==> config.mk <==
export PLATFORM = sky130hd
export DESIGN_NAME = intel_hex_record_parser
export DESIGN_NICKNAME = d
export VERILOG_FILES = /design/src/hw/rtl/ihex_pkg.sv /design/src/hw/rtl/intel_hex_record_parser.sv
export SDC_FILE = /design/constraint.sdc
export NUM_CORES = 1
export LEC_CHECK = 0
export ABC_CLOCK_PERIOD_IN_PS = 5000
export BUFFER_PORTS_ARGS = -buffer_cell sky130_fd_sc_hd__buf_2
export CORE_MARGIN = 5
export CORE_UTILIZATION = 40
export CTS_CLUSTER_DIAMETER = 60
export DETAILED_ROUTE_END_ITERATION = 10
export GPL_TIMING_DRIVEN = 1
export PLACE_DENSITY = 0.54
export SLEW_MARGIN = 0
export SYNTH_ARGS = -nofsm -noshare
export SYNTH_HDL_FRONTEND = slang
export SYNTH_SLANG_ARGS = --single-unit
==> constraint.sdc <==
create_clock -name clk -period 5 [get_ports clk]
set_input_delay 0.5 -clock clk [delete_from_list [all_inputs] [get_ports clk]]
set_output_delay 0.5 -clock clk [all_outputs]
set_load 0.05 [all_outputs]
==> src/hw/rtl/ihex_pkg.sv <==
// ----------------------------------------------------------------------------
// ihex_pkg
// Shared types, codes and helpers for the Intel HEX record parser.
// ----------------------------------------------------------------------------
`default_nettype none

package ihex_pkg;

  localparam int ADDR_BITS = 16;

  localparam logic [7:0] CHAR_COLON = 8'h3A;
  localparam logic [7:0] CHAR_LF    = 8'h0A;

  typedef enum logic [1:0] {
    KIND_DATA  = 2'd0,
    KIND_ERROR = 2'd1,
    KIND_END   = 2'd2
  } kind_t;

  typedef enum logic [1:0] {
    ERR_SYNTAX    = 2'd0,
    ERR_DISCONTIG = 2'd1,
    ERR_CHECKSUM  = 2'd2
  } err_t;

  typedef enum logic {
    ACT_CHAR = 1'b0,
    ACT_END  = 1'b1
  } action_t;

  typedef struct packed {
    kind_t                 kind;
    logic [ADDR_BITS-1:0]  address;
    logic [7:0]            data_byte;
    err_t                  error_code;
    logic [ADDR_BITS-1:0]  length;
  } result_t;

  // {valid, nibble}
  function automatic logic [4:0] hex_value(input logic [7:0] c);
    logic [4:0] r;
    r = 5'd0;
    if (c >= 8'h30 && c <= 8'h39) begin
      r = {1'b1, c[3:0]};
    end else if ((c >= 8'h41 && c <= 8'h46) || (c >= 8'h61 && c <= 8'h66)) begin
      r = {1'b1, c[3:0] + 4'd9};
    end
    return r;
  endfunction

endpackage

`default_nettype wire

==> src/hw/rtl/intel_hex_record_parser.sv <==
// ----------------------------------------------------------------------------
// intel_hex_record_parser
// Decodes a stream of Intel HEX characters into addressed data bytes.
// ----------------------------------------------------------------------------
// Takes one character request per cycle. Each accepted request sits in an
// input register while it is decoded against the record state, and its
// result is written from there into the queue, from which it is offered.
// Results go into a two-entry queue. With the output draining, requests flow
// every cycle. The input stalls while the queued results plus the request in
// flight could reach three. So with one result waiting on a stalled output, a
// request is taken only while none is in flight, and none is taken once two
// results wait.
// Data bytes are emitted as decoded, before their record checksum is checked.
// Any error is reported once and then all requests, end of input included,
// are consumed silently until reset. An end request outside a record reports
// start address and length and resets the parser; in a record it is a syntax error.
`default_nettype none

module intel_hex_record_parser
  import ihex_pkg::*;
(
  input  wire logic                 clk,
  input  wire logic                 rst,
  input  wire logic                 item_valid,
  output logic                      item_stall,
  input  wire logic                 action,
  input  wire logic [7:0]           char_byte,
  output logic                      result_valid,
  input  wire logic                 result_stall,
  output logic [1:0]                kind,
  output logic [ADDR_BITS-1:0]      address,
  output logic [7:0]                data_byte,
  output logic [1:0]                error_code,
  output logic [ADDR_BITS-1:0]      length
);

  typedef enum logic [2:0] {
    PH_COLON,
    PH_RECORD,
    PH_SKIP,
    PH_ERROR
  } phase_t;

  // input register
  logic        st_valid;
  logic        st_action;
  logic [7:0]  st_char;

  // record state
  phase_t                phase, phase_next;
  logic [9:0]            digit_index, digit_index_next;
  logic [7:0]            byte_count, byte_count_next;
  logic [7:0]            record_type, record_type_next;
  logic [ADDR_BITS-1:0]  record_address, record_address_next;
  logic [7:0]            running_sum, running_sum_next;
  logic [3:0]            high_nibble, high_nibble_next;
  logic [ADDR_BITS-1:0]  next_address, next_address_next;
  logic [ADDR_BITS-1:0]  start_address, start_address_next;
  logic                  have_start, have_start_next;
  logic                  error_latched, error_latched_next;

  // result queue
  result_t     q_entry [2];
  logic        q_wr, q_rd;
  logic [1:0]  q_count;

  logic        res_valid;
  result_t     res;
  logic        push, pop, accept;
  logic [2:0]  occupancy;

  logic [4:0]  hex;
  logic [7:0]  b;
  logic [7:0]  sum_b;
  logic [8:0]  k;
  logic [8:0]  body_end;

  assign hex      = hex_value(st_char);
  assign b        = {high_nibble, hex[3:0]};
  assign sum_b    = running_sum + b;
  assign k        = digit_index[9:1];
  assign body_end = {1'b0, byte_count} + 9'd4;

  always_comb begin
    phase_next          = phase;
    digit_index_next    = digit_index;
    byte_count_next     = byte_count;
    record_type_next    = record_type;
    record_address_next = record_address;
    running_sum_next    = running_sum;
    high_nibble_next    = high_nibble;
    next_address_next   = next_address;
    start_address_next  = start_address;
    have_start_next     = have_start;
    error_latched_next  = error_latched;
    res_valid           = 1'b0;
    res                 = '0;

    if (st_valid && !error_latched && phase != PH_ERROR) begin
      if (st_action == ACT_END) begin
        if (phase == PH_RECORD) begin
          phase_next         = PH_ERROR;
          error_latched_next = 1'b1;
          res_valid          = 1'b1;
          res.kind           = KIND_ERROR;
          res.error_code     = ERR_SYNTAX;
        end else begin
          res_valid           = 1'b1;
          res.kind            = KIND_END;
          res.address         = start_address;
          res.length          = next_address - start_address;
          phase_next          = PH_COLON;
          digit_index_next    = '0;
          byte_count_next     = '0;
          record_type_next    = '0;
          record_address_next = '0;
          running_sum_next    = '0;
          high_nibble_next    = '0;
          next_address_next   = '0;
          start_address_next  = '0;
          have_start_next     = 1'b0;
        end
      end else begin
        case (phase)
          PH_COLON: begin
            if (st_char != CHAR_COLON) begin
              phase_next         = PH_ERROR;
              error_latched_next = 1'b1;
              res_valid          = 1'b1;
              res.kind           = KIND_ERROR;
              res.error_code     = ERR_SYNTAX;
            end else begin
              phase_next          = PH_RECORD;
              digit_index_next    = '0;
              byte_count_next     = '0;
              record_type_next    = '0;
              record_address_next = '0;
              running_sum_next    = '0;
              high_nibble_next    = '0;
            end
          end
          PH_SKIP: begin
            if (st_char == CHAR_LF) begin
              phase_next = PH_COLON;
            end
          end
          PH_RECORD: begin
            if (!hex[4]) begin
              phase_next         = PH_ERROR;
              error_latched_next = 1'b1;
              res_valid          = 1'b1;
              res.kind           = KIND_ERROR;
              res.error_code     = ERR_SYNTAX;
            end else if (!digit_index[0]) begin
              high_nibble_next = hex[3:0];
              digit_index_next = digit_index + 10'd1;
            end else begin
              digit_index_next = digit_index + 10'd1;
              if (k[8:2] == '0) begin
                running_sum_next = sum_b;
                case (k[1:0])
                  2'd0: byte_count_next = b;
                  2'd1: record_address_next = {b, 8'h00};
                  2'd2: record_address_next = {record_address[ADDR_BITS-1:8], b};
                  default: begin
                    record_type_next = b;
                    if (!have_start) begin
                      have_start_next    = 1'b1;
                      start_address_next = record_address;
                      next_address_next  = record_address;
                    end else if (b == 8'h00 && record_address != next_address) begin
                      phase_next         = PH_ERROR;
                      error_latched_next = 1'b1;
                      res_valid          = 1'b1;
                      res.kind           = KIND_ERROR;
                      res.error_code     = ERR_DISCONTIG;
                    end
                    if (b != 8'h00) begin
                      phase_next = PH_SKIP;
                    end
                  end
                endcase
              end else if (k < body_end) begin
                running_sum_next  = sum_b;
                next_address_next = next_address + ADDR_BITS'(1);
                res_valid         = 1'b1;
                res.kind          = KIND_DATA;
                res.address       = next_address;
                res.data_byte     = b;
              end else begin
                running_sum_next = sum_b;
                if (sum_b != 8'h00) begin
                  phase_next         = PH_ERROR;
                  error_latched_next = 1'b1;
                  res_valid          = 1'b1;
                  res.kind           = KIND_ERROR;
                  res.error_code     = ERR_CHECKSUM;
                end else begin
                  phase_next = PH_SKIP;
                end
              end
            end
          end
          default: ;
        endcase
      end
    end
  end

  assign push       = res_valid;
  assign pop        = result_valid && !result_stall;
  assign occupancy  = {1'b0, q_count} + {2'b00, st_valid} - {2'b00, pop};
  assign item_stall = occupancy >= 3'd2;
  assign accept     = item_valid && !item_stall;

  always_ff @(posedge clk) begin
    if (rst) begin
      st_valid       <= 1'b0;
      phase          <= PH_COLON;
      digit_index    <= '0;
      byte_count     <= '0;
      record_type    <= '0;
      record_address <= '0;
      running_sum    <= '0;
      high_nibble    <= '0;
      next_address   <= '0;
      start_address  <= '0;
      have_start     <= 1'b0;
      error_latched  <= 1'b0;
      q_wr           <= 1'b0;
      q_rd           <= 1'b0;
      q_count        <= '0;
    end else begin
      st_valid       <= accept;
      phase          <= phase_next;
      digit_index    <= digit_index_next;
      byte_count     <= byte_count_next;
      record_type    <= record_type_next;
      record_address <= record_address_next;
      running_sum    <= running_sum_next;
      high_nibble    <= high_nibble_next;
      next_address   <= next_address_next;
      start_address  <= start_address_next;
      have_start     <= have_start_next;
      error_latched  <= error_latched_next;
      if (push) begin
        q_wr <= ~q_wr;
      end
      if (pop) begin
        q_rd <= ~q_rd;
      end
      q_count <= q_count + {1'b0, push} - {1'b0, pop};
    end
    if (accept) begin
      st_action <= action;
      st_char   <= char_byte;
    end
    if (push) begin
      q_entry[q_wr] <= res;
    end
  end

  assign result_valid = q_count != 2'd0;
  assign kind         = q_entry[q_rd].kind;
  assign address      = q_entry[q_rd].address;
  assign data_byte    = q_entry[q_rd].data_byte;
  assign error_code   = q_entry[q_rd].error_code;
  assign length       = q_entry[q_rd].length;

  a_queue_bound: assert property (@(posedge clk) disable iff (rst)
    ({1'b0, q_count} + {2'b00, st_valid}) <= 3'd2)
    else $error("result queue plus request in flight exceeds two");

  a_error_silent: assert property (@(posedge clk) disable iff (rst)
    error_latched |-> !res_valid)
    else $error("result produced after latched error");

  a_error_phase: assert property (@(posedge clk) disable iff (rst)
    error_latched == (phase == PH_ERROR))
    else $error("error flag and phase disagree");

  a_data_in_record: assert property (@(posedge clk) disable iff (rst)
    (res_valid && res.kind == KIND_DATA) |-> (phase == PH_RECORD && have_start))
    else $error("data byte outside a started record");

  a_error_sticks: assert property (@(posedge clk) disable iff (rst)
    error_latched |=> error_latched)
    else $error("error flag cleared without reset");

endmodule

`default_nettype wire

; After elaboration in Yosys (flattened, before gate mapping)
; Memory sizes are Yosys's and may differ from the RTL's. A register that Yosys moved wholly into a read port is not among the register bits.
; Index checks and enable logic that the tools add are counted.
[word_totals]
romBits = 0
inputBits = 13
latchBits = 0
mem_bits_rw = 88
out_inout_bits = 46
ff_bits = 97
elab_cells = 232
n_memories = 1
[mem_list]
columns = name, words, width, rd, rd_ports_with_merged_regs, write_ports, line_no
row1 = q_entry, 2, 44, 1, 1, 1, intel_hex_record_parser.sv:63  ; result_t q_entry [2];
[classes]
bitwise = 2
add_sub_neg = 10
order_cmp = 8
reduce_logical = 39
muxes = 122
n_div = 0
n_eq_ne = 33
n_mul = 0
shift = 0
[op_table]
columns = cell, count
row1 = 2-to-1 mux 16 bit, 22
row2 = 2-to-1 mux 24 bit, 4
row3 = 2-to-1 mux 8 bit, 11
row4 = case mux 16 bit (2 select lines), 2
row5 = 2-to-1 mux 44 bit, 1
row6 = 2-to-1 mux 1 bit, 41
row7 = 2-to-1 mux 10 bit, 4
row8 = AND reduction 8 bit, 5
row9 = case mux 8 bit (2 select lines), 2
row10 = 2-to-1 mux 3 bit, 10
row11 = 2-to-1 mux 28 bit, 1
row12 = 2-to-1 mux 2 bit, 10
row13 = 2-to-1 mux 4 bit, 5
row14 = case mux 10 bit (2 select lines), 1
row15 = 2-to-1 mux 18 bit, 1
row16 = "adder 16 x 1 -> 16 bit, second input constant", 1
row17 = "greater-or-equal comparator 8 x 7 -> 1 bit, second input constant", 2
row18 = "less-or-equal comparator 8 x 7 -> 1 bit, second input constant", 2
row19 = != test 16 bit, 1
row20 = nonzero test 8 bit, 2
row21 = subtractor 16 bit, 1
row22 = "!= test 3 bit, second input constant", 5
row23 = "!= test 5 bit, second input constant", 3
row24 = "!= test 2 bit, second input constant", 6
row25 = 48 further kinds, 71

; Longest topological paths before layout
; Gate-level depths: netlist (run 1).
[logic_depth]
depth_word = 18
mapped_depth = 23

; Least setup slack after synthesis (run 1)
; Ideal clock, no wire load.
[synth_path]
kind = reg2reg
from = reg st_char[0]
to = mem q_entry[0][0] (netlist bit) (enable)
setup_ps = 446
path_buffers = 0
path_slack_ps = -144
stages_incl_launch_ff = 14
arrival_ps = 4698
period_less_slack_ps = 5144
path_cell_list = edfxtp_1 > ha_1 > o311a_1 > a22oi_1 > inv_1 > ha_1 > a211oi_1 > nor2_1 > o31ai_1 > a21oi_1 > xnor2_1 > nand4_1 > o41ai_2 > nor2_1
[synth_via]
elab_chain_cells = 18
[synth_rtl]
columns = item, line_no
row1 = start: declaration, intel_hex_record_parser.sv:47  ; logic [7:0] st_char;
row2 = start signal: assignment, intel_hex_record_parser.sv:256  ; st_char <= char_byte;
row3 = "parallel branches: the longest is 13 deep, another holds greater-or-equal comparator 8 x 7 -> 1 bit", --
row4 = case mux 1 bit (2 select lines) *, intel_hex_record_parser.sv:124  ; case (phase)
row5 = 2-to-1 mux 1 bit *, intel_hex_record_parser.sv:100  ; if (st_action == ACT_END) begin
row6 = 2-to-1 mux 1 bit *, intel_hex_record_parser.sv:99  ; if (st_valid && !error_latched && phase != PH_ERROR) begin
row7 = 2-to-1 mux 1 bit *, intel_hex_record_parser.sv:258  ; if (push) begin
row8 = 2-to-1 mux 1 bit (implied by the code) *, intel_hex_record_parser.sv:259  ; q_entry[q_wr] <= res;
row9 = end: declaration, intel_hex_record_parser.sv:63
; Mark *: on every way between the ends.

; Worst setup path after layout (run 1)
[layout_path]
from = reg st_char[1]
to = reg q_count[1]
[layout_via]
elab_chain_cells = 18
[layout_rtl]
columns = item, line_no
row1 = "parallel branches: the longest is 13 deep, another holds greater-or-equal comparator 8 x 7 -> 1 bit", --
row2 = case mux 1 bit (2 select lines) *, intel_hex_record_parser.sv:124
row3 = 2-to-1 mux 1 bit *, intel_hex_record_parser.sv:100
row4 = 2-to-1 mux 1 bit *, intel_hex_record_parser.sv:99
row5 = adder 2 x 1 -> 2 bit *, intel_hex_record_parser.sv:252  ; q_count <= q_count + {1'b0, push} - {1'b0, pop};
row6 = subtractor 2 x 1 -> 2 bit *, intel_hex_record_parser.sv:252
row7 = end signal: assignment, intel_hex_record_parser.sv:252
row8 = end: declaration, intel_hex_record_parser.sv:65  ; logic [1:0] q_count;
; Marked as above.
; A chain may end at the register's enable or synchronous reset.

==> results of run 1 <==
[through the flow]
stage | instances | utilization [%] | setup slack (ps) | hold slack [ps] | total power, uW
global placement | 1316 | 43.11 | 513.2 | 447.6 | 3670
CTS | 1348 | 45.69 | 288.1 | 219.3 | 5099
finish | 1348 | 45.76 | 440.5 | 233.7 | 5049
detailed placement | 1316 | 43.11 | 315.5 | 449.5 | 3682
floorplan | 963 | - | -143.7 | 436.2 | 3264
global route | 1348 | 45.76 | 28.29 | 218.7 | 5310
[worst register-to-register path: stages (launching register included)]
cell and delay (ps):
edfxtp_1 490, inv_1 130, ha_1 260, o21ba_2 190
nor2_1 40, nor2_1 200, nand2_1 80, o21ai_0 160
ha_1 260, inv_1 60, fa_1 410, nor2b_1 170
o31a_1 160, o21ai_1 60, nand2b_1 90, xnor2_1 140
nand4_1 270, o41ai_4 410, ha_1 290, inv_1 60
ha_1 140, xor2_1 170, xnor2_1 130, nor2_1 50
[area by class of cell]
type | count | area (um^2)
clock inverters | 15 | 196.4
fillers | 2382 | 13080
flip-flops and latches | 185 | 4676
multi-input cells | 685 | 4720
repair buffers | 72 | 420.4
well taps | 324 | 405.4
inverters | 50 | 187.7
clock buffers | 17 | 425.4
[routing by layer]
layer,share of wire (%),vias to the layer above
met1,47,3384
li1,-,3573
met2,49,116
met5,0,-
met4,1.2,0
met3,3.3,19
[flip-flops by register name (all words and copies together) (netlist names), named ones only]
name and count:
error_latched 1, byte_count 8, have_start 1, digit_index 10, start_address 16, q_wr 1, running_sum 8, q_rd 1
phase 2, q_entry 88, st_char 8, next_address 16, q_count 2, st_action 1, record_address 16, high_nibble 4
st_valid 1
[synth_stat cells (6+ instances only)]
master	count
a21o_1	7
a21oi_1	64
a22o_1	6
a22oi_1	7
and2_1	17
and3_1	8
clkbuf_1	35
dfxtp_1	88
edfxtp_1	97
ha_1	44
inv_1	48
mux2_2	44
mux2i_1	21
nand2_1	74
nand2b_1	7
nand3_1	30
nand4_1	7
nor2_1	106
nor2b_1	20
nor3_1	26
o21ai_0	42
o21ai_1	9
o32ai_1	7
xnor2_1	35
xor2_1	14
[cells by family after synthesis]
group	after synthesis	synth area share, %
buffers and inverters	93	3.731
flip-flops	185	48.06
AO/OA/AOI/OAI	199	14.07
adder cells (fa/ha/maj)	47	6.278
XOR/XNOR	49	4.413
AND/OR/NAND/NOR	324	16.07
multiplexers	66	7.372
[power by group]
part | total [uW] | leakage [uW] | internal (uW) | switching, uW
clock network | 1410 | 0.000300 | 768 | 645
registers | 1910 | 0.00158 | 1810 | 98.0
logic | 1730 | 0.00201 | 508 | 1220
[worst max path at each step]
stage / from / end / slack (ps) / cells after the start
after floorplan: st_char[0] / q_entry[0][0] / -140 / 13
after global placement: st_char[0] / q_count[1] / 510 / 20
after detailed placement: st_char[0] / q_count[1] / 320 / 20
after CTS: st_char[0] / q_count[1] / 290 / 20
after global routing: st_char[1] / q_count[1] / 30 / 22
final: st_char[1] / q_count[1] / 440 / 23
==> key figures, run 1 <==
Layout
  – Most frequent cells in the layout: nor2_1, edfxtp_1, dfxtp_1
  – Area growth syn-to-layout: 13.42%
  – Fin area: 11030 um^2
  – N_diodes: 0
  – Commonest non-fill, non-tap cell in the layout: nor2_1
  – Final #Nets: 1071
  – Layout cells sized above 1: 17.09%

Clocking
  – Clock Tree Buf Depth: 2
  – Clock Latency Late Sink: 440 ps
  – Clock transition at path regs: 70 ps
  – Root Buffer: clkbuf_16
  – CTS tree: yes
  – Post-CTS sizing: 0
  – Hold-fix buffers at CTS: 0
  – Clock sink count: ~190
  – Setup bufs post-CTS: 0
  – Total CTS buffers: 17
  – Htree depth: 4

Timing
  – Final period util: about nine tenths
  – Tightest Pin Transition: between 900 and 1000 ps
  – Max Freq: 219.3 MHz
  – Slew headroom: approximately two fifths
  – Fin crit period: 4560 ps
  – Setup TNS: 0 ps
  – Pins over their slew limit: 0
  – Setup Skew: 18.48 ps
  – Unrepaired setup endpoints after global routing: false
  – Final hold vios: 0
  – Final setup violation count: 0

Hold path
  – Worst Hold End: st_char[2]
  – Hold path depth: 1
  – Hold Crit Start: char_byte[2]
  – Class of the worst hold path: in2reg

Critical path
  – Arrival time at the worst endpoint: slightly below 5000 ps
  – Worst r2r src: st_char[1]
  – Internal reg-to-reg setup slack: 440 ps
  – Buffers & Inverters on Critical Path: 3
  – Crit. End Element: flip-flop
  – Worst path slowest cell: edfxtp_1
  – Critical-path cell list: inv_1, ha_1, o21ba_2, nor2_1, nor2_1, nand2_1, o21ai_0, ha_1, inv_1, fa_1, nor2b_1, o31a_1, o21ai_1, nand2b_1, xnor2_1, nand4_1, o41ai_4, ha_1, inv_1, ha_1, xor2_1, xnor2_1, nor2_1
  – Crit path max-delay family: adder cells
  – R2R depth: 23
  – Max incr delay on CP: 490 ps
  – Reg2reg end: q_count[1]
  – Worst Path Max Fanout: 6
  – Worst EP required: 5300 ps
  – Crit-path most repeated cell: ha_1
  – Startpoint class of the critical path: flip-flop
  – Worst Path Class, Setup: reg2reg

Routing
  – DR pass1 iterations: 5
  – Antenna viol nets, final: 0
  – Detailed Route Iter0 Violations: 415
  – Vias per inst: 5.261
  – DR vias: 7092
  – DR WL/cell: 16.69 um
  – Routed wire length: approximately 22000 um
  – # DRC: 0

Global routing
  – Largest net degree at the start of global routing: 68
  – Grt ovf: 0
  – Layer with the highest usage: met2
  – Met2 Resource Use GR: 28.80%
  – Grt met1 use: 21.46%
  – All-Layer GR Usage: 16.59%
  – Antenna violations before repair: 0
  – Vias in the first global route: about 7000
  – Met3 usage: ~3%
  – First-pass GRT wire length: 37270 um

Synth
  – Most common flop cell mapped by yosys: edfxtp_1
  – Synth Area per Inst: 10.10 um^2
  – Yosys cell types: 79
  – Post-synthesis sequential area ratio: 48.06%
  – Synth Register Bits: 185
  – Post-synth top area share: 29.95%
  – Cells after synthesis: 963
  – Total number of yosys warnings: 0
  – Top cells by area, synth: edfxtp_1, dfxtp_1, ha_1
  – Dominant cell type by area after synthesis: edfxtp_1
  – Post-synthesis net count: 1023
  – Post-Syn Area: ~9700 um^2
  – Post-synth EDFFs: between 90 and 100
  – Async set-reset flop share out of synthesis: 0%

Power and ir drop
  – Leak: 0.003890 uW
  – Pwr Density: 457.8 nW/um^2
  – VDD IR max: 433.8 uV

Placed design
  – Placed Area: 10390 um^2
  – RD Place Congestion: a little over 0.8
  – Post-DP HPWL: 15380 um
  – Port buffer count: 58

Run status
  – Status: completed

Die
  – Initial core utilization: 40.35%
  – Top-level I/O count: 59
  – Cell Rows: 57
  – Die X: 165.9 um
  – Placeable Area: 24110 um^2
  – Chip height: 165.9 um
  – Die area: 27530 um^2

Job
  – Max_cap viols: 0
(Power assumes the default switching activity.)
==> run 2, diff against run 1 <==
--- a/config.mk
+++ b/config.mk
@@ -8,11 +8,11 @@
 export ABC_CLOCK_PERIOD_IN_PS = 5000
 export BUFFER_PORTS_ARGS = -buffer_cell sky130_fd_sc_hd__buf_2
 export CORE_MARGIN = 5
-export CORE_UTILIZATION = 40
+export CORE_UTILIZATION = 49
 export CTS_CLUSTER_DIAMETER = 60
 export DETAILED_ROUTE_END_ITERATION = 10
 export GPL_TIMING_DRIVEN = 1
-export PLACE_DENSITY = 0.54
+export PLACE_DENSITY = 0.65
 export SLEW_MARGIN = 0
 export SYNTH_ARGS = -nofsm -noshare
 export SYNTH_HDL_FRONTEND = slang
==> run 2 against run 1 <==
Net effect:
- combinational power decreased by 4%
- sequential share of layout area up 0.61 points
- fmax is 0.76% higher
- largest power group unchanged
- highest routed layer unchanged
- clock-buffer cell count unchanged
==> key figures, run 2 (synthesis results as in run 1) <==
Layout
  – N_diodes: 0
  – Commonest non-fill, non-tap cell in the layout: nor2_1
  – Area growth syn-to-layout: 11.81%
  – Number of flip-flops in the largest register: 88
  – Largest register by flop count: q_entry
  – Fin area: ~11000 um^2
  – Final #Nets: 1066
  – Most frequent cells in the layout: nor2_1, edfxtp_1, dfxtp_1
  – Layout cells sized above 1: 16.49%
  – Layout fillers: 1749
  – Fin util: 55.69%

Routing
  – Detailed Route Iter0 Violations: 560
  – Vias per inst: 5.565
  – DR pass1 iterations: 5
  – # DRC: 0
  – Antenna viol nets, final: 0
  – Routed wire length: 21430 um
  – DR vias: 7145
  – DR WL/cell: between 15 and 20 um

Clocking
  – Clock sink count: 185
  – Hold-fix buffers at CTS: 0
  – Total CTS buffers: 17
  – CTS tree: yes
  – Clock Tree Buf Depth: 2
  – Clock Latency Late Sink: between 400 and 500 ps
  – Root Buffer: clkbuf_16
  – Post-CTS sizing: 0
  – Clock transition at path regs: 70 ps
  – Setup bufs post-CTS: 0
  – Htree depth: 4

Placed design
  – Placed Area: a little over 10000 um^2
  – Post-DP HPWL: 14640 um
  – Port buffer count: 58
  – RD Place Congestion: ~0.88

Timing
  – Setup Skew: 9.081 ps
  – Final hold slack: 230.3 ps
  – Tightest Pin Transition: between 1000 and 1500 ps
  – Unrepaired setup endpoints after global routing: false
  – Max Freq: 221.0 MHz
  – Final hold vios: 0
  – Pins over their slew limit: 0
  – Fin crit period: between 4000 and 5000 ps
  – Slew headroom: between 20% and 30%
  – Final period util: 90.50%
  – Setup TNS: 0 ps
  – Final setup violation count: 0

Global routing
  – All-Layer GR Usage: 19.90%
  – Vias in the first global route: 6985
  – Antenna violations before repair: 0
  – Largest net degree at the start of global routing: 52
  – Grt ovf: 0
  – First-pass GRT wire length: 35980 um

Job
  – Max_cap viols: 0

Critical path
  – Critical-path cell list: inv_1, ha_1, inv_1, o311a_1, a22oi_2, inv_1, ha_1, a211oi_1, nor2_1, o31ai_1, a21oi_1, xnor2_1, nand4_1, o41ai_2, ha_1, inv_1, ha_1, xor2_1, xnor2_1, nor2_1
  – Arrival time at the worst endpoint: around 4800 ps
  – Worst Path Max Fanout: 7
  – Startpoint class of the critical path: flip-flop
  – Max incr delay on CP: 490 ps
  – Worst Path Class, Setup: reg2reg
  – Worst EP required: roughly 5300 ps
  – Worst path slowest cell: edfxtp_1
  – Crit. End Element: flip-flop

Die
  – Top-level I/O count: 59
  – Die area: 22770 um^2
  – Placeable Area: 19530 um^2
  – Die X: 150.9 um
  – Chip height: 150.9 um
  – Initial core utilization: 49.81%
  – Cell Rows: 51

Power and ir drop
  – Pwr Density: 456.4 nW/um^2
  – Leak: 0.003847 uW
  – Sequential power share: around two fifths
  – Logic pwr share: 33.4%
  – Internal Power: 3051 uW
  – Power after layout: 4962 uW
  – VDD IR max: 564.4 uV
  – Clock power share: between 20% and 30%
  – Switching power: ~1900 uW
  – Sw frac: about two fifths

Hold path
  – Class of the worst hold path: in2reg

Run status
  – Status: completed
==> run 2: cell count changes in the layout (fill, tap and decap cells not counted) <==
cell / previous run / this run
clkinv_8: 1 / 0
inv_6: 1 / 5
o41ai_2: 1 / 2
o41ai_4: 1 / 0
inv_8: 7 / 2
clkinv_2: 0 / 1
clkinv_1: 1 / 3
clkinv_4: 2 / 1
buf_4: 12 / 7
==> run 2: final cells by class <==
cell class                      count  area (um^2)  area share (%)
Clock buffer                       17        425.4           3.912
Clock inverter                     15        162.7           1.496
Inverter                           50        187.7           1.726
Multi-Input combinational cell    685         4708           43.30
Sequential cell                   185         4676           43.00
Tap cell                          265        331.6           3.049
Timing Repair Buffer               67        382.9           3.521
==> run 2: per-layer routing <==
| layer | global-route usage [%] | part of all wire, % | vias to the layer above | routed length [um] |
|---|---|---|---|---|
| met5 | 0 | 0 | - | 0 |
| met4 | 6.437 | 2.0 | 0 | 429 |
| met3 | 3.411 | 4.2 | 33 | 905 |
| met2 | 33.78 | 48 | 171 | 10340 |
| met1 | 25.92 | 46 | 3399 | 9761 |
| li1 | - | - | 3542 | - |
==> run 2: power groups by stage <==
stage	registers, uW	clock network [uW]	logic, uW
after floorplan	1910	0	1350
after global placement	1990	0	1660
after detailed placement	1990	0	1660
after CTS	1960	1380	1670
after global routing	1980	1450	1780
final	1950	1360	1660
==> run 2: worst max-delay path: cells and delay by family, from the launching register on <==
| family | cells | cell delay (ps) |
|---|---|---|
| adders and majority gates | 4 | 930 |
| xor gates and xnor gates | 3 | 490 |
| buffers and inverters | 4 | 370 |
| AOI/OAI and AO/OA | 6 | 1730 |
| DFF | 1 | 490 |
| and+or+nand+nor | 3 | 370 |
==> run 2: final timing paths <==
path	to	cells after the start	slack, ps	startpoint
max	q_count[1]	20	480	st_char[0]
max reg2reg	q_count[1]	20	480	st_char[0]
min	st_char[0]	1	230	char_byte[0]
min reg2reg	byte_count[1]	2	460	byte_count[1]
==> run 2: stage by stage <==
| stage | worst slack, ps | instances |
|---|---|---|
| finish | 475.0 | 1284 |
| floorplan | -143.7 | 963 |
| global placement | 608.0 | 1252 |
| global route | 26.31 | 1284 |
| CTS | 373.5 | 1284 |
| detailed placement | 411.7 | 1252 |
==> run 3, diff against run 2 <==
--- a/config.mk
+++ b/config.mk
@@ -7,12 +7,13 @@
 export LEC_CHECK = 0
 export ABC_CLOCK_PERIOD_IN_PS = 5000
 export BUFFER_PORTS_ARGS = -buffer_cell sky130_fd_sc_hd__buf_2
+export CAP_MARGIN = 20
 export CORE_MARGIN = 5
 export CORE_UTILIZATION = 49
 export CTS_CLUSTER_DIAMETER = 60
 export DETAILED_ROUTE_END_ITERATION = 10
 export GPL_TIMING_DRIVEN = 1
-export PLACE_DENSITY = 0.65
+export PLACE_DENSITY = 0.75
 export SLEW_MARGIN = 0
 export SYNTH_ARGS = -nofsm -noshare
 export SYNTH_HDL_FRONTEND = slang
==> run 3 against run 2 <==
Net effect:
- critical path depth unchanged
- clock skew is 2.5 ps higher
- first-iteration DRC count rose by 15%
- core utilization fell by 0.14 points
- clock power barely moved
- fmax fell by 0.51%
==> key figures, run 3 (synthesis results as in run 1) <==
Run status
  – Status: completed

Layout
  – Final #Nets: 1066
  – N_diodes: 0
  – Layout cells sized above 1: 16.58%
  – Fin area: 10850 um^2
  – Most frequent cells in the layout: nor2_1, edfxtp_1, dfxtp_1
  – Area growth syn-to-layout: 11.53%
  – Largest register by flop count: q_entry
  – Finished Layout Cells: 1284
  – Fin util: 55.55%
  – Commonest non-fill, non-tap cell in the layout: nor2_1
  – Number of flip-flops in the largest register: 88

Clocking
  – Hold-fix buffers at CTS: 0
  – Setup bufs post-CTS: 0
  – Htree depth: 4
  – Clock Tree Buf Depth: 2
  – Clock sink count: between 150 and 200
  – Clock transition at path regs: 70 ps
  – Clock Latency Late Sink: 430 ps
  – Total CTS buffers: 17
  – CTS tree: yes
  – Post-CTS sizing: 0
  – Root Buffer: clkbuf_16

Global routing
  – Grt ovf: 0
  – Vias in the first global route: 7150
  – All-Layer GR Usage: between 10% and 20%
  – Antenna violations before repair: 0
  – Largest net degree at the start of global routing: 68
  – First-pass GRT wire length: 35160 um

Timing
  – Unrepaired setup endpoints after global routing: false
  – Pins over their slew limit: 0
  – Final hold vios: 0
  – Max Freq: between 200 and 250 MHz
  – Slew headroom: 26.19%
  – Final period util: 90.96%
  – Setup TNS: 0 ps
  – Setup Skew: 11.54 ps
  – Final setup violation count: 0
  – Fin crit period: 4548 ps
  – Tightest Pin Transition: 1107 ps

Critical path
  – Arrival time at the worst endpoint: 4840 ps
  – Worst EP required: about 5300 ps
  – Crit path from: st_char[0]
  – Worst Path Class, Setup: reg2reg
  – Startpoint class of the critical path: flip-flop
  – Crit. End Element: flip-flop
  – Worst Path Max Fanout: 7
  – Worst r2r src: st_char[0]

Job
  – Max_cap viols: 0

Routing
  – # DRC: 0
  – DR WL/cell: 16.42 um
  – DR pass1 iterations: 5
  – Routed wire length: 21080 um
  – Vias per inst: 5.697
  – Antenna viol nets, final: 0
  – Detailed Route Iter0 Violations: 645
  – DR vias: 7315

Die
  – Initial core utilization: 49.81%
  – Chip height: 150.9 um
  – Placeable Area: 19530 um^2
  – Top-level I/O count: between 50 and 60
  – Die X: approximately 150 um
  – Die area: 22770 um^2
  – Cell Rows: 51

Placed design
  – Placed Area: 10260 um^2
  – Post-DP HPWL: roughly 15000 um
  – Port buffer count: 58
  – Cells after DPL: 1252
  – RD Place Congestion: 0.9033

Power and ir drop
  – Pwr Density: 453.2 nW/um^2
  – Leak: 0.003849 uW
  – Power after layout: 4916 uW
  – VDD IR max: 239.0 uV

Hold path
  – Hold Crit Start: char_byte[6]
  – Class of the worst hold path: in2reg
run 3: worst max-delay path, cell delays in order, from the launching register on:
cell	delay, ps
edfxtp_1	470
inv_1	120
ha_1	200
inv_1	90
o311a_1	310
a22oi_1	360
inv_1	100
ha_1	300
a211oi_1	250
nor2_1	90
o31ai_1	280
a21oi_1	130
xnor2_1	200
nand4_1	240
o41ai_2	420
ha_1	290
inv_1	50
ha_1	140
xor2_1	170
xnor2_1	130
nor2_1	50
run 3: worst paths after layout:
check	cells past startpoint	to	slack (ps)
worst max-delay path	20	q_count[1]	450
worst min-delay path	1	st_char[6]	250
worst max register to register	20	q_count[1]	450
worst min register to register	2	running_sum[0]	470
run 3: layout make-up:
class	instances	area (um^2)
Clock buffer	21	491.7
Clock inverter	11	98.84
Fill cell	1716	8680
Inverter	50	187.7
Multi-Input combinational cell	685	4703
Sequential cell	185	4676
Tap cell	265	331.6
Timing Repair Buffer	67	357.8
run 3: stage by stage:
stage | setup slack, ps | hold WS, ps
after CTS | 434.7 | 227.2
after floorplan | -143.7 | 436.2
after global routing | 23.40 | 224.3
final | 452.0 | 246.1
after global placement | 610.0 | 443.4
after detailed placement | 450.4 | 454.2
run 3: metal layers:
layer  up-vias  global-route usage [%]  wire length, um
li1       3553                       -                -
met1      3500                   24.79             9566
met2       220                   32.02             9943
met3        42                   3.800             1120
met4         0                   6.664              453
met5         -                       0                0
run 3: power breakdown:
part	leakage, uW	switching [uW]	internal (uW)
clock	0.000292	602	724
sequential	0.00158	141	1810
combinational	0.00198	1150	482
